[src/tps_pkg.sv]
`timescale 1ns / 1ps
// ----------------------------------------------------------------------------
// tps_pkg: shared types and constants of the tracking servo step
// Field widths, register codes, register reset values and the queue entry
// passed from the front end to the back end.
// ----------------------------------------------------------------------------
package tps_pkg;

   localparam int COORD_IN_W  = 16;
   localparam int COORD_W     = 10;
   localparam int ERR_W       = 11;
   localparam int DIFF_W      = 12;
   localparam int SUM_W       = 16;
   localparam int GAIN_W      = 24;
   localparam int LIMIT_W     = 15;
   localparam int ANGLE_W     = 12;
   localparam int CORR_W      = 16;
   localparam int PROD_W      = 40;
   localparam int ACC_W       = 42;
   localparam int FRAC_W      = 22;
   localparam int QUOT_W      = ACC_W - FRAC_W;
   localparam int CSR_INDEX_W = 3;
   localparam int CSR_DATA_W  = 24;
   localparam int QUEUE_DEPTH = 2;

   // Register indexes of the configuration port
   typedef enum logic [CSR_INDEX_W-1:0] {
      CSR_PROP_GAIN      = 3'd0,
      CSR_INTEG_GAIN     = 3'd1,
      CSR_DERIV_GAIN     = 3'd2,
      CSR_INTEGRAL_LIMIT = 3'd3,
      CSR_YAW_MIN        = 3'd4,
      CSR_YAW_MAX        = 3'd5,
      CSR_X_LIMIT        = 3'd6,
      CSR_Y_LIMIT        = 3'd7
   } csr_index_type;

   typedef struct packed {
      logic signed [GAIN_W-1:0] prop_gain;
      logic signed [GAIN_W-1:0] integ_gain;
      logic signed [GAIN_W-1:0] deriv_gain;
      logic [LIMIT_W-1:0]       integral_limit;
      logic [ANGLE_W-1:0]       yaw_min;
      logic [ANGLE_W-1:0]       yaw_max;
      logic [COORD_W-1:0]       x_limit;
      logic [COORD_W-1:0]       y_limit;
   } cfg_type;

   localparam logic signed [GAIN_W-1:0] PROP_GAIN_RESET  = -24'sd125829;
   localparam logic signed [GAIN_W-1:0] INTEG_GAIN_RESET = -24'sd419;
   localparam logic signed [GAIN_W-1:0] DERIV_GAIN_RESET = 24'sd0;
   localparam logic [LIMIT_W-1:0] INTEGRAL_LIMIT_RESET   = 15'd1600;
   localparam logic [ANGLE_W-1:0] YAW_MIN_RESET          = 12'd1200;
   localparam logic [ANGLE_W-1:0] YAW_MAX_RESET          = 12'd1800;
   localparam logic [COORD_W-1:0] X_LIMIT_RESET          = 10'd620;
   localparam logic [COORD_W-1:0] Y_LIMIT_RESET          = 10'd480;

   // One validated frame waiting for the PID back end
   typedef struct packed {
      logic [COORD_W-1:0]      x_target;
      logic [COORD_W-1:0]      x_actual;
      logic [COORD_W-1:0]      y_target;
      logic [COORD_W-1:0]      y_actual;
      logic signed [ERR_W-1:0] err;
      logic                    stop;
   } frame_type;

endpackage

[src/tps_req_if.sv]
`timescale 1ns / 1ps
// ----------------------------------------------------------------------------
// tps_req_if: frame request channel
// Valid/ready channel carrying one camera frame per transaction.
// ----------------------------------------------------------------------------
interface tps_req_if;
   logic               valid;
   logic               ready;
   logic signed [15:0] x_target;
   logic signed [15:0] y_target;
   logic signed [15:0] x_actual;
   logic signed [15:0] y_actual;
   logic               stop;

   modport source (output valid, x_target, y_target, x_actual, y_actual, stop,
                   input ready);
   modport sink (input valid, x_target, y_target, x_actual, y_actual, stop,
                 output ready);
endinterface

[src/tps_rsp_if.sv]
`timescale 1ns / 1ps
// ----------------------------------------------------------------------------
// tps_rsp_if: servo response channel
// Valid/ready channel carrying one servo update per transaction.
// ----------------------------------------------------------------------------
interface tps_rsp_if;
   logic               valid;
   logic               ready;
   logic [11:0]        yaw_angle;
   logic [11:0]        pitch_angle;
   logic signed [15:0] correction;
   logic [9:0]         x_target_used;
   logic [9:0]         x_actual_used;
   logic [9:0]         y_target_used;
   logic [9:0]         y_actual_used;

   modport source (output valid, yaw_angle, pitch_angle, correction,
                   x_target_used, x_actual_used, y_target_used, y_actual_used,
                   input ready);
   modport sink (input valid, yaw_angle, pitch_angle, correction,
                 x_target_used, x_actual_used, y_target_used, y_actual_used,
                 output ready);
endinterface

[src/tps_fifo.sv]
`timescale 1ns / 1ps
// ----------------------------------------------------------------------------
// tps_fifo: small register queue
// Decouples front end from back end; one push a cycle unless full, one pop unless empty.
// ----------------------------------------------------------------------------
module tps_fifo #(
   parameter int WIDTH = 8,
   parameter int DEPTH = 2
) (
   input  logic             clock,
   input  logic             reset,
   input  logic             push,
   input  logic [WIDTH-1:0] push_data,
   output logic             full,
   input  logic             pop,
   output logic [WIDTH-1:0] pop_data,
   output logic             empty
);

   localparam int PTR_W = (DEPTH > 1) ? $clog2(DEPTH) : 1;
   localparam int CNT_W = $clog2(DEPTH + 1);

   logic [WIDTH-1:0] mem_ff [DEPTH];
   logic [PTR_W-1:0] wr_ptr_ff, rd_ptr_ff;
   logic [CNT_W-1:0] count_ff;
   logic             do_push, do_pop;

   assign full     = (count_ff == CNT_W'(DEPTH));
   assign empty    = (count_ff == '0);
   assign do_push  = push && !full;
   assign do_pop   = pop && !empty;
   assign pop_data = mem_ff[rd_ptr_ff];

   // Store entries
   always_ff @(posedge clock) begin
      if (do_push) begin
         mem_ff[wr_ptr_ff] <= push_data;
      end
   end

   // Advance pointers and track fill level
   always_ff @(posedge clock) begin
      if (reset) begin
         wr_ptr_ff <= '0;
         rd_ptr_ff <= '0;
         count_ff  <= '0;
      end else begin
         if (do_push) begin
            wr_ptr_ff <= (wr_ptr_ff == PTR_W'(DEPTH - 1)) ? '0 : wr_ptr_ff + 1'b1;
         end
         if (do_pop) begin
            rd_ptr_ff <= (rd_ptr_ff == PTR_W'(DEPTH - 1)) ? '0 : rd_ptr_ff + 1'b1;
         end
         if (do_push && !do_pop) begin
            count_ff <= count_ff + 1'b1;
         end else if (do_pop && !do_push) begin
            count_ff <= count_ff - 1'b1;
         end
      end
   end

endmodule

[src/tps_front.sv]
`timescale 1ns / 1ps
// ----------------------------------------------------------------------------
// tps_front: frame validation front end
// Accepts frames, replaces out-of-range coordinates by their last accepted
// value, forms the x error and queues the frame for the back end.
// ----------------------------------------------------------------------------
module tps_front
   import tps_pkg::*;
(
   input  logic       clock,
   input  logic       reset,
   tps_req_if.sink    req,
   input  cfg_type    cfg,
   input  logic       queue_full,
   output logic       queue_push,
   output frame_type  queue_data
);

   logic [COORD_W-1:0] prev_x_target_ff, prev_x_actual_ff;
   logic [COORD_W-1:0] prev_y_target_ff, prev_y_actual_ff;
   logic [COORD_W-1:0] x_target_in, x_actual_in, y_target_in, y_actual_in;

   // Keep a coordinate only when it lies in 1..limit-1
   function automatic logic [COORD_W-1:0] validate(
      input logic signed [COORD_IN_W-1:0] raw,
      input logic [COORD_W-1:0]           limit,
      input logic [COORD_W-1:0]           prev
   );
      logic signed [COORD_IN_W-1:0] lim_s;
      lim_s = $signed({{(COORD_IN_W - COORD_W){1'b0}}, limit});
      if (raw > 0 && raw < lim_s) begin
         return raw[COORD_W-1:0];
      end
      return prev;
   endfunction

   assign req.ready  = !queue_full;
   assign queue_push = req.valid && !queue_full;

   assign x_target_in = validate(req.x_target, cfg.x_limit, prev_x_target_ff);
   assign x_actual_in = validate(req.x_actual, cfg.x_limit, prev_x_actual_ff);
   assign y_target_in = validate(req.y_target, cfg.y_limit, prev_y_target_ff);
   assign y_actual_in = validate(req.y_actual, cfg.y_limit, prev_y_actual_ff);

   // Build the queue entry
   always_comb begin
      queue_data.x_target = x_target_in;
      queue_data.x_actual = x_actual_in;
      queue_data.y_target = y_target_in;
      queue_data.y_actual = y_actual_in;
      queue_data.err      = $signed({1'b0, x_target_in}) - $signed({1'b0, x_actual_in});
      queue_data.stop     = req.stop;
   end

   // Remember accepted coordinates on every transaction
   always_ff @(posedge clock) begin
      if (reset) begin
         prev_x_target_ff <= '0;
         prev_x_actual_ff <= '0;
         prev_y_target_ff <= '0;
         prev_y_actual_ff <= '0;
      end else if (queue_push) begin
         prev_x_target_ff <= x_target_in;
         prev_x_actual_ff <= x_actual_in;
         prev_y_target_ff <= y_target_in;
         prev_y_actual_ff <= y_actual_in;
      end
   end

endmodule

[src/tps_back.sv]
`timescale 1ns / 1ps
// ----------------------------------------------------------------------------
// tps_back: PID back end
// Pops one frame, runs the three PID products through one shared multiplier,
// then truncates, saturates and updates the angles; stopped frames hold them.
// ----------------------------------------------------------------------------
module tps_back
   import tps_pkg::*;
#(
   parameter int YAW_START   = 1500,
   parameter int PITCH_START = 1500,
   parameter int PITCH_MIN   = 1300,
   parameter int PITCH_MAX   = 1700
) (
   input  logic       clock,
   input  logic       reset,
   input  cfg_type    cfg,
   input  logic       queue_empty,
   input  frame_type  queue_data,
   output logic       queue_pop,
   tps_rsp_if.source  rsp
);

   typedef enum logic [1:0] {ST_IDLE, ST_MUL_I, ST_MUL_D, ST_FIN} state_type;

   state_type                 state_ff;
   logic                      out_valid_ff;
   logic signed [SUM_W-1:0]   error_sum_ff;
   logic signed [ERR_W-1:0]   prior_error_ff;
   logic signed [DIFF_W-1:0]  diff_ff;
   logic signed [ACC_W-1:0]   acc_ff;
   logic [ANGLE_W-1:0]        yaw_ff, pitch_ff;
   logic                      stop_ff;
   logic [COORD_W-1:0]        x_target_ff, x_actual_ff, y_target_ff, y_actual_ff;

   logic [ANGLE_W-1:0]        out_yaw_ff, out_pitch_ff;
   logic signed [CORR_W-1:0]  out_corr_ff;
   logic [COORD_W-1:0]        out_xt_ff, out_xa_ff, out_yt_ff, out_ya_ff;

   logic signed [SUM_W:0]     sum_wide, lim_pos, lim_neg, sum_in;
   logic signed [DIFF_W-1:0]  diff_in;
   logic signed [GAIN_W-1:0]  mul_gain;
   logic signed [SUM_W-1:0]   mul_op;
   logic signed [PROD_W-1:0]  product;
   logic signed [ACC_W-1:0]   acc_in;
   logic signed [QUOT_W-1:0]  quot;
   logic signed [CORR_W-1:0]  corr_in;
   logic signed [ANGLE_W+5:0] yaw_sum, yaw_lo, yaw_hi, yaw_clamp;
   logic [ANGLE_W-1:0]        yaw_in, pitch_in;
   logic                      out_free;

   assign queue_pop = (state_ff == ST_IDLE) && !queue_empty;
   assign out_free  = !out_valid_ff || rsp.ready;

   // Clamp the running error sum and form the error difference
   always_comb begin
      sum_wide = {error_sum_ff[SUM_W-1], error_sum_ff}
               + {{(SUM_W + 1 - ERR_W){queue_data.err[ERR_W-1]}}, queue_data.err};
      lim_pos  = $signed({2'b00, cfg.integral_limit});
      lim_neg  = -lim_pos;
      sum_in   = sum_wide;
      if (sum_wide > lim_pos) begin
         sum_in = lim_pos;
      end
      if (sum_in < lim_neg) begin
         sum_in = lim_neg;
      end
      diff_in = {queue_data.err[ERR_W-1], queue_data.err}
              - {prior_error_ff[ERR_W-1], prior_error_ff};
   end

   // Select multiplier operands for the current step
   always_comb begin
      case (state_ff)
         ST_MUL_I: begin
            mul_gain = cfg.integ_gain;
            mul_op   = error_sum_ff;
         end
         ST_MUL_D: begin
            mul_gain = cfg.deriv_gain;
            mul_op   = {{(SUM_W - DIFF_W){diff_ff[DIFF_W-1]}}, diff_ff};
         end
         default: begin
            mul_gain = cfg.prop_gain;
            mul_op   = {{(SUM_W - ERR_W){queue_data.err[ERR_W-1]}}, queue_data.err};
         end
      endcase
      product = mul_gain * mul_op;
      if (state_ff == ST_IDLE) begin
         acc_in = {{(ACC_W - PROD_W){product[PROD_W-1]}}, product};
      end else begin
         acc_in = acc_ff + {{(ACC_W - PROD_W){product[PROD_W-1]}}, product};
      end
   end

   // Truncate toward zero, saturate, and clamp the angles
   always_comb begin
      quot = acc_ff[ACC_W-1:FRAC_W];
      if (acc_ff[ACC_W-1] && (|acc_ff[FRAC_W-1:0])) begin
         quot = quot + 1'b1;
      end
      if (quot > $signed(QUOT_W'(32767))) begin
         corr_in = 16'sh7FFF;
      end else if (quot < -$signed(QUOT_W'(32768))) begin
         corr_in = 16'sh8000;
      end else begin
         corr_in = quot[CORR_W-1:0];
      end

      yaw_sum = $signed({6'b0, yaw_ff}) + {{2{corr_in[CORR_W-1]}}, corr_in};
      yaw_lo  = $signed({6'b0, cfg.yaw_min});
      yaw_hi  = $signed({6'b0, cfg.yaw_max});
      yaw_clamp = yaw_sum;
      if (yaw_clamp <= yaw_lo) begin
         yaw_clamp = yaw_lo;
      end
      if (yaw_clamp >= yaw_hi) begin
         yaw_clamp = yaw_hi;
      end
      yaw_in = yaw_clamp[ANGLE_W-1:0];

      pitch_in = pitch_ff;
      if (pitch_in <= ANGLE_W'(PITCH_MIN)) begin
         pitch_in = ANGLE_W'(PITCH_MIN);
      end
      if (pitch_in >= ANGLE_W'(PITCH_MAX)) begin
         pitch_in = ANGLE_W'(PITCH_MAX);
      end
   end

   // Sequence the PID steps and hold the response register
   always_ff @(posedge clock) begin
      if (reset) begin
         state_ff       <= ST_IDLE;
         out_valid_ff   <= 1'b0;
         error_sum_ff   <= '0;
         prior_error_ff <= '0;
         yaw_ff         <= ANGLE_W'(YAW_START);
         pitch_ff       <= ANGLE_W'(PITCH_START);
      end else begin
         // Load a finished result, or drop the one just taken
         if (state_ff == ST_FIN && out_free) begin
            out_valid_ff <= 1'b1;
         end else if (rsp.ready) begin
            out_valid_ff <= 1'b0;
         end
         unique case (state_ff)
            ST_IDLE: begin
               if (queue_pop) begin
                  stop_ff     <= queue_data.stop;
                  x_target_ff <= queue_data.x_target;
                  x_actual_ff <= queue_data.x_actual;
                  y_target_ff <= queue_data.y_target;
                  y_actual_ff <= queue_data.y_actual;
                  if (queue_data.stop) begin
                     state_ff <= ST_FIN;
                  end else begin
                     error_sum_ff   <= sum_in[SUM_W-1:0];
                     prior_error_ff <= queue_data.err;
                     diff_ff        <= diff_in;
                     acc_ff         <= acc_in;
                     state_ff       <= ST_MUL_I;
                  end
               end
            end
            ST_MUL_I: begin
               acc_ff   <= acc_in;
               state_ff <= ST_MUL_D;
            end
            ST_MUL_D: begin
               acc_ff   <= acc_in;
               state_ff <= ST_FIN;
            end
            ST_FIN: begin
               if (out_free) begin
                  out_xt_ff    <= x_target_ff;
                  out_xa_ff    <= x_actual_ff;
                  out_yt_ff    <= y_target_ff;
                  out_ya_ff    <= y_actual_ff;
                  if (stop_ff) begin
                     out_yaw_ff   <= yaw_ff;
                     out_pitch_ff <= pitch_ff;
                     out_corr_ff  <= '0;
                  end else begin
                     yaw_ff       <= yaw_in;
                     pitch_ff     <= pitch_in;
                     out_yaw_ff   <= yaw_in;
                     out_pitch_ff <= pitch_in;
                     out_corr_ff  <= corr_in;
                  end
                  state_ff <= ST_IDLE;
               end
            end
            default: begin
               state_ff <= ST_IDLE;
            end
         endcase
      end
   end

   assign rsp.valid         = out_valid_ff;
   assign rsp.yaw_angle     = out_yaw_ff;
   assign rsp.pitch_angle   = out_pitch_ff;
   assign rsp.correction    = out_corr_ff;
   assign rsp.x_target_used = out_xt_ff;
   assign rsp.x_actual_used = out_xa_ff;
   assign rsp.y_target_used = out_yt_ff;
   assign rsp.y_actual_used = out_ya_ff;

endmodule

[src/tracking_pid_servo_step.sv]
`timescale 1ns / 1ps
// ----------------------------------------------------------------------------
// tracking_pid_servo_step: yaw tracking servo step
// Validates camera frames, runs an incremental PID with a clamped integral
// on the x error and returns the updated yaw and pitch servo angles.
// ----------------------------------------------------------------------------
// A frame is taken whenever the two-entry queue has room, so a burst of
// frames enters one per cycle. The back end takes a running frame through
// ST_IDLE, ST_MUL_I, ST_MUL_D and ST_FIN (one shared 24x16 multiplier
// computes the proportional, integral and derivative products in turn, then
// a finishing step truncates, saturates and clamps), a stopped frame through
// ST_IDLE and ST_FIN; this sets the sustained rate. Results leave through a
// response register, so the back end keeps working while a finished result
// waits. Configuration writes take effect at once and belong in idle periods.
module tracking_pid_servo_step
   import tps_pkg::*;
#(
   parameter int YAW_START   = 1500,
   parameter int PITCH_START = 1500,
   parameter int PITCH_MIN   = 1300,
   parameter int PITCH_MAX   = 1700
) (
   input  logic                   clock,
   input  logic                   reset,
   tps_req_if.sink                req,
   tps_rsp_if.source              rsp,
   input  logic                   csr_we,
   input  logic [CSR_INDEX_W-1:0] csr_index,
   input  logic [CSR_DATA_W-1:0]  csr_data
);

   cfg_type   cfg_ff;
   logic      queue_push, queue_pop, queue_full, queue_empty;
   frame_type queue_in, queue_out;

   // Write configuration registers
   always_ff @(posedge clock) begin
      if (reset) begin
         cfg_ff.prop_gain      <= PROP_GAIN_RESET;
         cfg_ff.integ_gain     <= INTEG_GAIN_RESET;
         cfg_ff.deriv_gain     <= DERIV_GAIN_RESET;
         cfg_ff.integral_limit <= INTEGRAL_LIMIT_RESET;
         cfg_ff.yaw_min        <= YAW_MIN_RESET;
         cfg_ff.yaw_max        <= YAW_MAX_RESET;
         cfg_ff.x_limit        <= X_LIMIT_RESET;
         cfg_ff.y_limit        <= Y_LIMIT_RESET;
      end else if (csr_we) begin
         unique case (csr_index_type'(csr_index))
            CSR_PROP_GAIN:      cfg_ff.prop_gain      <= csr_data[GAIN_W-1:0];
            CSR_INTEG_GAIN:     cfg_ff.integ_gain     <= csr_data[GAIN_W-1:0];
            CSR_DERIV_GAIN:     cfg_ff.deriv_gain     <= csr_data[GAIN_W-1:0];
            CSR_INTEGRAL_LIMIT: cfg_ff.integral_limit <= csr_data[LIMIT_W-1:0];
            CSR_YAW_MIN:        cfg_ff.yaw_min        <= csr_data[ANGLE_W-1:0];
            CSR_YAW_MAX:        cfg_ff.yaw_max        <= csr_data[ANGLE_W-1:0];
            CSR_X_LIMIT:        cfg_ff.x_limit        <= csr_data[COORD_W-1:0];
            CSR_Y_LIMIT:        cfg_ff.y_limit        <= csr_data[COORD_W-1:0];
            default: begin
            end
         endcase
      end
   end

   tps_front u_front (
      .clock      (clock),
      .reset      (reset),
      .req        (req),
      .cfg        (cfg_ff),
      .queue_full (queue_full),
      .queue_push (queue_push),
      .queue_data (queue_in)
   );

   tps_fifo #(
      .WIDTH ($bits(frame_type)),
      .DEPTH (QUEUE_DEPTH)
   ) u_queue (
      .clock     (clock),
      .reset     (reset),
      .push      (queue_push),
      .push_data (queue_in),
      .full      (queue_full),
      .pop       (queue_pop),
      .pop_data  (queue_out),
      .empty     (queue_empty)
   );

   tps_back #(
      .YAW_START   (YAW_START),
      .PITCH_START (PITCH_START),
      .PITCH_MIN   (PITCH_MIN),
      .PITCH_MAX   (PITCH_MAX)
   ) u_back (
      .clock       (clock),
      .reset       (reset),
      .cfg         (cfg_ff),
      .queue_empty (queue_empty),
      .queue_data  (queue_out),
      .queue_pop   (queue_pop),
      .rsp         (rsp)
   );

endmodule

[src/flat_wrapper.sv]
// flat-port wrapper written by rule: the top's interface ports become plain ports
module tracking_pid_servo_step_flat import tps_pkg::*;
#(
   parameter int YAW_START   = 1500,
   parameter int PITCH_START = 1500,
   parameter int PITCH_MIN   = 1300,
   parameter int PITCH_MAX   = 1700
)
  (clock, reset, csr_we, csr_index, csr_data, req_valid, req_x_target, req_y_target, req_x_actual, req_y_actual, req_stop, req_ready, rsp_valid, rsp_yaw_angle, rsp_pitch_angle, rsp_correction, rsp_x_target_used, rsp_x_actual_used, rsp_y_target_used, rsp_y_actual_used, rsp_ready);
  tps_req_if req_i ();
  tps_rsp_if rsp_i ();
  input  logic clock;
  input  logic reset;
  input  logic csr_we;
  input  logic [CSR_INDEX_W-1:0] csr_index;
  input  logic [CSR_DATA_W-1:0] csr_data;
  input wire logic [$bits(req_i.valid)-1:0] req_valid;
  input wire logic [$bits(req_i.x_target)-1:0] req_x_target;
  input wire logic [$bits(req_i.y_target)-1:0] req_y_target;
  input wire logic [$bits(req_i.x_actual)-1:0] req_x_actual;
  input wire logic [$bits(req_i.y_actual)-1:0] req_y_actual;
  input wire logic [$bits(req_i.stop)-1:0] req_stop;
  output wire logic [$bits(req_i.ready)-1:0] req_ready;
  output wire logic [$bits(rsp_i.valid)-1:0] rsp_valid;
  output wire logic [$bits(rsp_i.yaw_angle)-1:0] rsp_yaw_angle;
  output wire logic [$bits(rsp_i.pitch_angle)-1:0] rsp_pitch_angle;
  output wire logic [$bits(rsp_i.correction)-1:0] rsp_correction;
  output wire logic [$bits(rsp_i.x_target_used)-1:0] rsp_x_target_used;
  output wire logic [$bits(rsp_i.x_actual_used)-1:0] rsp_x_actual_used;
  output wire logic [$bits(rsp_i.y_target_used)-1:0] rsp_y_target_used;
  output wire logic [$bits(rsp_i.y_actual_used)-1:0] rsp_y_actual_used;
  input wire logic [$bits(rsp_i.ready)-1:0] rsp_ready;
  assign req_i.valid = req_valid;
  assign req_i.x_target = req_x_target;
  assign req_i.y_target = req_y_target;
  assign req_i.x_actual = req_x_actual;
  assign req_i.y_actual = req_y_actual;
  assign req_i.stop = req_stop;
  assign req_ready = req_i.ready;
  assign rsp_valid = rsp_i.valid;
  assign rsp_yaw_angle = rsp_i.yaw_angle;
  assign rsp_pitch_angle = rsp_i.pitch_angle;
  assign rsp_correction = rsp_i.correction;
  assign rsp_x_target_used = rsp_i.x_target_used;
  assign rsp_x_actual_used = rsp_i.x_actual_used;
  assign rsp_y_target_used = rsp_i.y_target_used;
  assign rsp_y_actual_used = rsp_i.y_actual_used;
  assign rsp_i.ready = rsp_ready;
  tracking_pid_servo_step #(.YAW_START(YAW_START), .PITCH_START(PITCH_START), .PITCH_MIN(PITCH_MIN), .PITCH_MAX(PITCH_MAX)) u_core (.clock(clock), .reset(reset), .req(req_i), .rsp(rsp_i), .csr_we(csr_we), .csr_index(csr_index), .csr_data(csr_data));
endmodule
[config.mk]
export PLATFORM = sky130hd
export DESIGN_NAME = tracking_pid_servo_step_flat
export DESIGN_NICKNAME = d
export VERILOG_FILES = /design/src/tps_pkg.sv /design/src/tps_req_if.sv /design/src/tps_rsp_if.sv /design/src/tps_fifo.sv /design/src/tps_front.sv /design/src/tps_back.sv /design/src/tracking_pid_servo_step.sv /design/src/flat_wrapper.sv
export SDC_FILE = /design/constraint.sdc
export NUM_CORES = 2
export LEC_CHECK = 0
export BUFFER_PORTS_ARGS = -buffer_cell sky130_fd_sc_hd__buf_4
export CELL_PAD_IN_SITES_DETAIL_PLACEMENT = 2
export CELL_PAD_IN_SITES_GLOBAL_PLACEMENT = 2
export CORE_AREA = 2 2 229 456
export CTS_BUF_LIST = sky130_fd_sc_hd__clkbuf_4
export DETAILED_ROUTE_END_ITERATION = 7
export DIE_AREA = 0 0 231 458
export GPL_ROUTABILITY_DRIVEN = 0
export GPL_TIMING_DRIVEN = 0
export HOLD_SLACK_MARGIN = 0.03
export PLACE_DENSITY_LB_ADDON = 0.08
export SLEW_MARGIN = 10
export SYNTH_ARGS = -nofsm -noshare
export SYNTH_HDL_FRONTEND = slang
export SYNTH_SLANG_ARGS = --single-unit
export TNS_END_PERCENT = 5
[constraint.sdc]
create_clock -name clock -period 14.3 [get_ports clock]
set_clock_uncertainty 0.1 [all_clocks]
set_input_delay 1.43 -clock clock [delete_from_list [all_inputs] [get_ports clock]]
set_output_delay 1.43 -clock clock [all_outputs]
set_load 0.02 [all_outputs]
==> results <==
- The total global-route track usage is a little under a third.
- The clock root buffer master is sky130_fd_sc_hd__clkbuf_4.
- After detailed placement, the total cell area comes to 43780 sq um.
- The fraction of synthesis flops using an asynchronous set or reset pin is 0%.
- For this run, the post-layout net count is around 5300.
- The dominant combinational cell family by area after synthesis is adder cells.
- The tool flagged a number of max-cap violations equal to 0.
- The kind of path behind the tightest hold check is reg -> reg.
- Setup repair after global routing left no endpoint under its margin.
- The starting density of the core is 39.70%.
- The number of failing hold endpoints at the final stage is 0.
- The fraction of layout instances using a drive strength above 1 is between 10% and 20%.
- In this design, the stage delay of the slowest critical-path cell is ~0.92 ns.
- Counting instances, the worst hold path has a depth of 0.
- The sink count of the clock tree is about 510.
- The kind of critical path is reg -> reg.
- The setup TNS is 0 ns.
- Clock-pin slew was measured on the worst setup and hold paths at 0.08 ns.
- A synthesized cell averages ~9.6 sq um.
- The longest clock path from root to sink contains 3 buffers.
- In this run the most critical hold path is launched from u_core.u_back.y_target_ff[9].
- The total of hold buffers inserted after clock tree synthesis is 0.
- The required time of the critical path is about 15 ns.
- After detailed routing, the number of vias per cell comes to roughly 5.5.
- The sequential element share of the synthesized area is 32.00%.
- The average detailed-routed wire length per instance is 26.78 microns.
- The die boundary width is 231 microns.
- Counting I/O delays and the setup requirement, the final critical path takes between 10 and 15 ns.
- The post-cts sizing count is 0.
- For this run, design rule violations remaining after detail routing come to 0.
- The number of setup buffers added after CTS is 0.
- The via count of the first global-routing pass was between 30000 and 40000.
- The endpoint type of the worst setup path is a flop.
- In this design, the critical path's most frequently occurring cell is sky130_fd_sc_hd__fa_1.
- Data on the critical path arrives at its endpoint at approximately 14 ns.
- The clock tree from TritonCTS is done.
- The cell with the largest stage delay on the worst path is sky130_fd_sc_hd__buf_1.
- In this run the critical register-to-register path is captured at u_core.u_back.acc_ff[41].
- The remaining antenna violation count is 0.
- The area growth from synthesis to layout is 11.92%.
- The area of all placed cells without fillers is between 40000 and 50000 sq um.
- The post-synth net total is about 5000.
- After Yosys synthesis, full adders, half adders and majority gates account for between 20 and 30% of the synthesized area.
- The worst hold path terminates at u_core.u_back.rsp.y_target_used[9].
- The worst setup path is launched from a flop.
- The number of distinct library cells after synthesis is 81.
- Summing the areas of all compound-gate instances in the mapped netlist gives a little under an eighth of the synthesized area.
- The synthesized design contains 509 register bits.
- The first-pass GRT wire length is roughly 240000 microns.
- The number of clock buffers added by TritonCTS is between 100 and 150.
- In the final layout, flip-flops and latches occupy approximately 13000 sq um.
- For this run, the number of Yosys warnings is 0.
- Summed over all layers, the global routing overflow is 0.
- During I/O placement, the number of pins put on the boundary was between 150 and 200.
- In the synthesized netlist the dominant register cell turns out to be sky130_fd_sc_hd__edfxtp_1.
- The placement row count is between 150 and 200.
- The violation count after the first detailed-route iteration is 995.
- Buffers placed on the I/O ports in this run total approximately 170.
- The wire length reported by the detailed router is approximately 160000 microns.
- The die area is approximately 110000 sq um.
- In this run the worst path has a maximum fanout of 10.
- At the end of the flow the core is filled with cells to about 44%.
- Before CTS, the worst setup slack after placement is ~1.2 ns.
- The post-route clock period utilization is 89.79%.
- The total via count in the routed design is 32860.
- The post-route worst setup slack is about 1.5 ns.
- The worst pin sits at a relative slew slack of 8.722%.
- The synthesized netlist occupies a cell area of 40570 sq um.
- After Yosys synthesis, and, or, nand and nor cells account for 14.47% of the synthesized area.
- For this run, the detailed router's first-pass iteration total came to 4.
- For the worst-skew pair, the clock arrives at the later sink with an insertion delay of 1.15 ns.
- The maximum number of pins on one net before global-route repair is 33.
- For flop-to-flop paths, the worst setup slack is roughly 1.5 ns.
- After filler insertion, the fill cell instance count of the layout stands at about 11000.
- The post-synthesis share of cell area spent on xor and xnor gates is around 3.3%.
- For the pin with the worst max-slew slack, the measured transition is approximately 1.4 ns.
- The setup violation total in the final timing report is 0.
- The die is between 400 and 500 microns tall.
- The run finished with clean final reports.
- The share of cell area taken by muxes after synthesis is around 4.8%.
- The number of max-slew violations in the final report is 0.
- The upper clock frequency limit is 0.07788 GHz.
- After technology mapping, the gate count stands at about 4200.
- The synthesized design contains between 200 and 300 enable-type register cells.
- The H-tree generated during clock tree synthesis spans 3 levels.
- The estimated wirelength of the detail-placed design is around 130000 microns.
- The worst register-to-register path has a depth of 38.
- The initial antenna violation count is 12.
- In the final layout, the multi-input gates occupy between 20000 and 30000 sq um.
- The placeable core region is just over 100000 sq um.
how the worst max path moves through the flow:
stage                                          end                 startpoint  cells past startpoint  slack [ns]
after floorplan           u_core.u_back.acc_ff[41]  u_core.u_back.state_ff[0]                     39        4.61
after global placement    u_core.u_back.acc_ff[41]  u_core.u_back.state_ff[0]                     39        1.26
after detailed placement  u_core.u_back.acc_ff[41]  u_core.u_back.state_ff[0]                     39        1.23
after CTS                 u_core.u_back.acc_ff[41]  u_core.u_back.state_ff[0]                     39        1.27
after global routing      u_core.u_back.acc_ff[41]  u_core.u_back.state_ff[0]                     39        0.78
final                     u_core.u_back.acc_ff[41]                       flop                     38        1.46
synthesized netlist by cell type (37+ instances only):
| cell | n | area, sq um |
|---|---|---|
| sky130_fd_sc_hd__nor3_1 | 46 | 230.2 |
| sky130_fd_sc_hd__fa_1 | 379 | 7587 |
| sky130_fd_sc_hd__ha_1 | 287 | 3591 |
| sky130_fd_sc_hd__nor2_1 | 325 | 1220 |
| sky130_fd_sc_hd__nand3b_1 | 60 | 450.4 |
| sky130_fd_sc_hd__xor2_1 | 54 | 473.0 |
| sky130_fd_sc_hd__nand2_1 | 617 | 2316 |
| sky130_fd_sc_hd__clkbuf_1 | 132 | 495.5 |
| sky130_fd_sc_hd__mux2i_1 | 77 | 770.7 |
| sky130_fd_sc_hd__inv_1 | 505 | 1896 |
| sky130_fd_sc_hd__edfxtp_1 | 279 | 8378 |
| sky130_fd_sc_hd__dfxtp_1 | 230 | 4604 |
| sky130_fd_sc_hd__nand3_1 | 37 | 185.2 |
| sky130_fd_sc_hd__a22oi_1 | 40 | 300.3 |
| sky130_fd_sc_hd__nor2b_1 | 39 | 244.0 |
| sky130_fd_sc_hd__mux2_2 | 103 | 1160 |
| sky130_fd_sc_hd__nand2b_1 | 44 | 275.3 |
| sky130_fd_sc_hd__a21o_1 | 122 | 915.9 |
| sky130_fd_sc_hd__xnor2_1 | 92 | 805.8 |
| sky130_fd_sc_hd__a21oi_1 | 208 | 1041 |
| sky130_fd_sc_hd__o21ai_0 | 119 | 595.6 |
layout by cell type, fill, tap and decap left out, types with 14 or more instances in the layout:
cell type                  count
sky130_fd_sc_hd__nand2b_1     44
sky130_fd_sc_hd__clkinv_1     31
sky130_fd_sc_hd__o21ai_0     119
sky130_fd_sc_hd__o21bai_1     20
sky130_fd_sc_hd__and3_1       19
sky130_fd_sc_hd__a21oi_1     195
sky130_fd_sc_hd__nor2b_1      38
sky130_fd_sc_hd__nand3b_1     60
sky130_fd_sc_hd__dfxtp_1     230
sky130_fd_sc_hd__clkbuf_4    177
sky130_fd_sc_hd__o211ai_1     25
sky130_fd_sc_hd__and2_1       22
sky130_fd_sc_hd__o21ai_1      14
sky130_fd_sc_hd__clkbuf_1    131
sky130_fd_sc_hd__mux2i_1      77
sky130_fd_sc_hd__a31oi_1      22
sky130_fd_sc_hd__inv_1       505
sky130_fd_sc_hd__buf_1        23
sky130_fd_sc_hd__buf_4       167
sky130_fd_sc_hd__nand2_1     617
sky130_fd_sc_hd__nor4_1       23
sky130_fd_sc_hd__o21a_1       22
sky130_fd_sc_hd__a211o_1      20
sky130_fd_sc_hd__ha_1        287
sky130_fd_sc_hd__or3_1        22
sky130_fd_sc_hd__nand4_1      23
sky130_fd_sc_hd__a211oi_1     31
sky130_fd_sc_hd__mux2_2      103
sky130_fd_sc_hd__a22oi_1      40
sky130_fd_sc_hd__a21o_1      122
sky130_fd_sc_hd__fa_1        379
sky130_fd_sc_hd__xnor2_1      92
sky130_fd_sc_hd__nor3_1       46
sky130_fd_sc_hd__nand3_1      37
sky130_fd_sc_hd__edfxtp_1    279
sky130_fd_sc_hd__xor2_1       54
sky130_fd_sc_hd__nor2_1      323
worst max-delay path, delay by kind of cell, from the launching register on:
kind                     cells  cell delay, ns
AO/OA/AOI/OAI                9            3.31
multiplexers                 2            0.65
flip-flops                   1            0.31
XOR/XNOR                     2            0.46
adder cells (fa/ha/maj)      8            3.71
buffers and inverters        9            2.59
AND/OR/NAND/NOR              8            1.52
kinds of logic after synthesis:
logic type	after synthesis
AO/OA/AOI/OAI	721
XOR/XNOR	149
adder cells (fa/ha/maj)	666
buffers and inverters	677
flip-flops	509
multiplexers	182
AND/OR/NAND/NOR	1304
routing by layer:
layer  vias up  track usage, %  routed length (microns)
met5         -               0                      124
met4        18           19.75                    12160
met3       422           5.298                     5583
met2       690           61.66                    91360
met1     16930           26.94                    50360
li1      14800               -                        -
state kept, by name, indices dropped and copies added (netlist names), 11 cells and up, named ones only:
name and cells:
u_core.u_back.rsp.yaw_angle 12, u_core.u_back.pitch_ff 12, u_core.u_back.yaw_ff 12, u_core.u_back.error_sum_ff 16
u_core.u_back.rsp.pitch_angle 12, u_core.u_back.rsp.correction 16, u_core.u_queue.mem_ff 104, u_core.u_back.prior_error_ff 11
u_core.u_back.diff_ff 12, u_core.u_back.acc_ff 42, u_core.cfg_ff 131
area by class of cell:
class                      instances  area share, %
multi-input combinational       3022          55.28
sequential                       509          28.59
inverter                         506          4.183
tap                             1344          3.704
timing repair buffer             176          3.191
clock buffer                     177          2.926
buffer                           171          1.485
clock inverter                    49         0.6118
antenna                            5        0.02756
through the flow:
step | instances | hold WS (ns)
2_1_floorplan | 4208 | 0.3003
3_3_place_gp | 5717 | 0.3002
3_5_place_dp | 5728 | 0.3059
4_1_cts | 5954 | 0.2880
5_1_grt | 5959 | 0.3206
6_report | 5959 | 0.3109
Power is left out: the tool's default activity adds up to more than one toggle a clock period on the data nets, which glitch-free logic cannot reach.
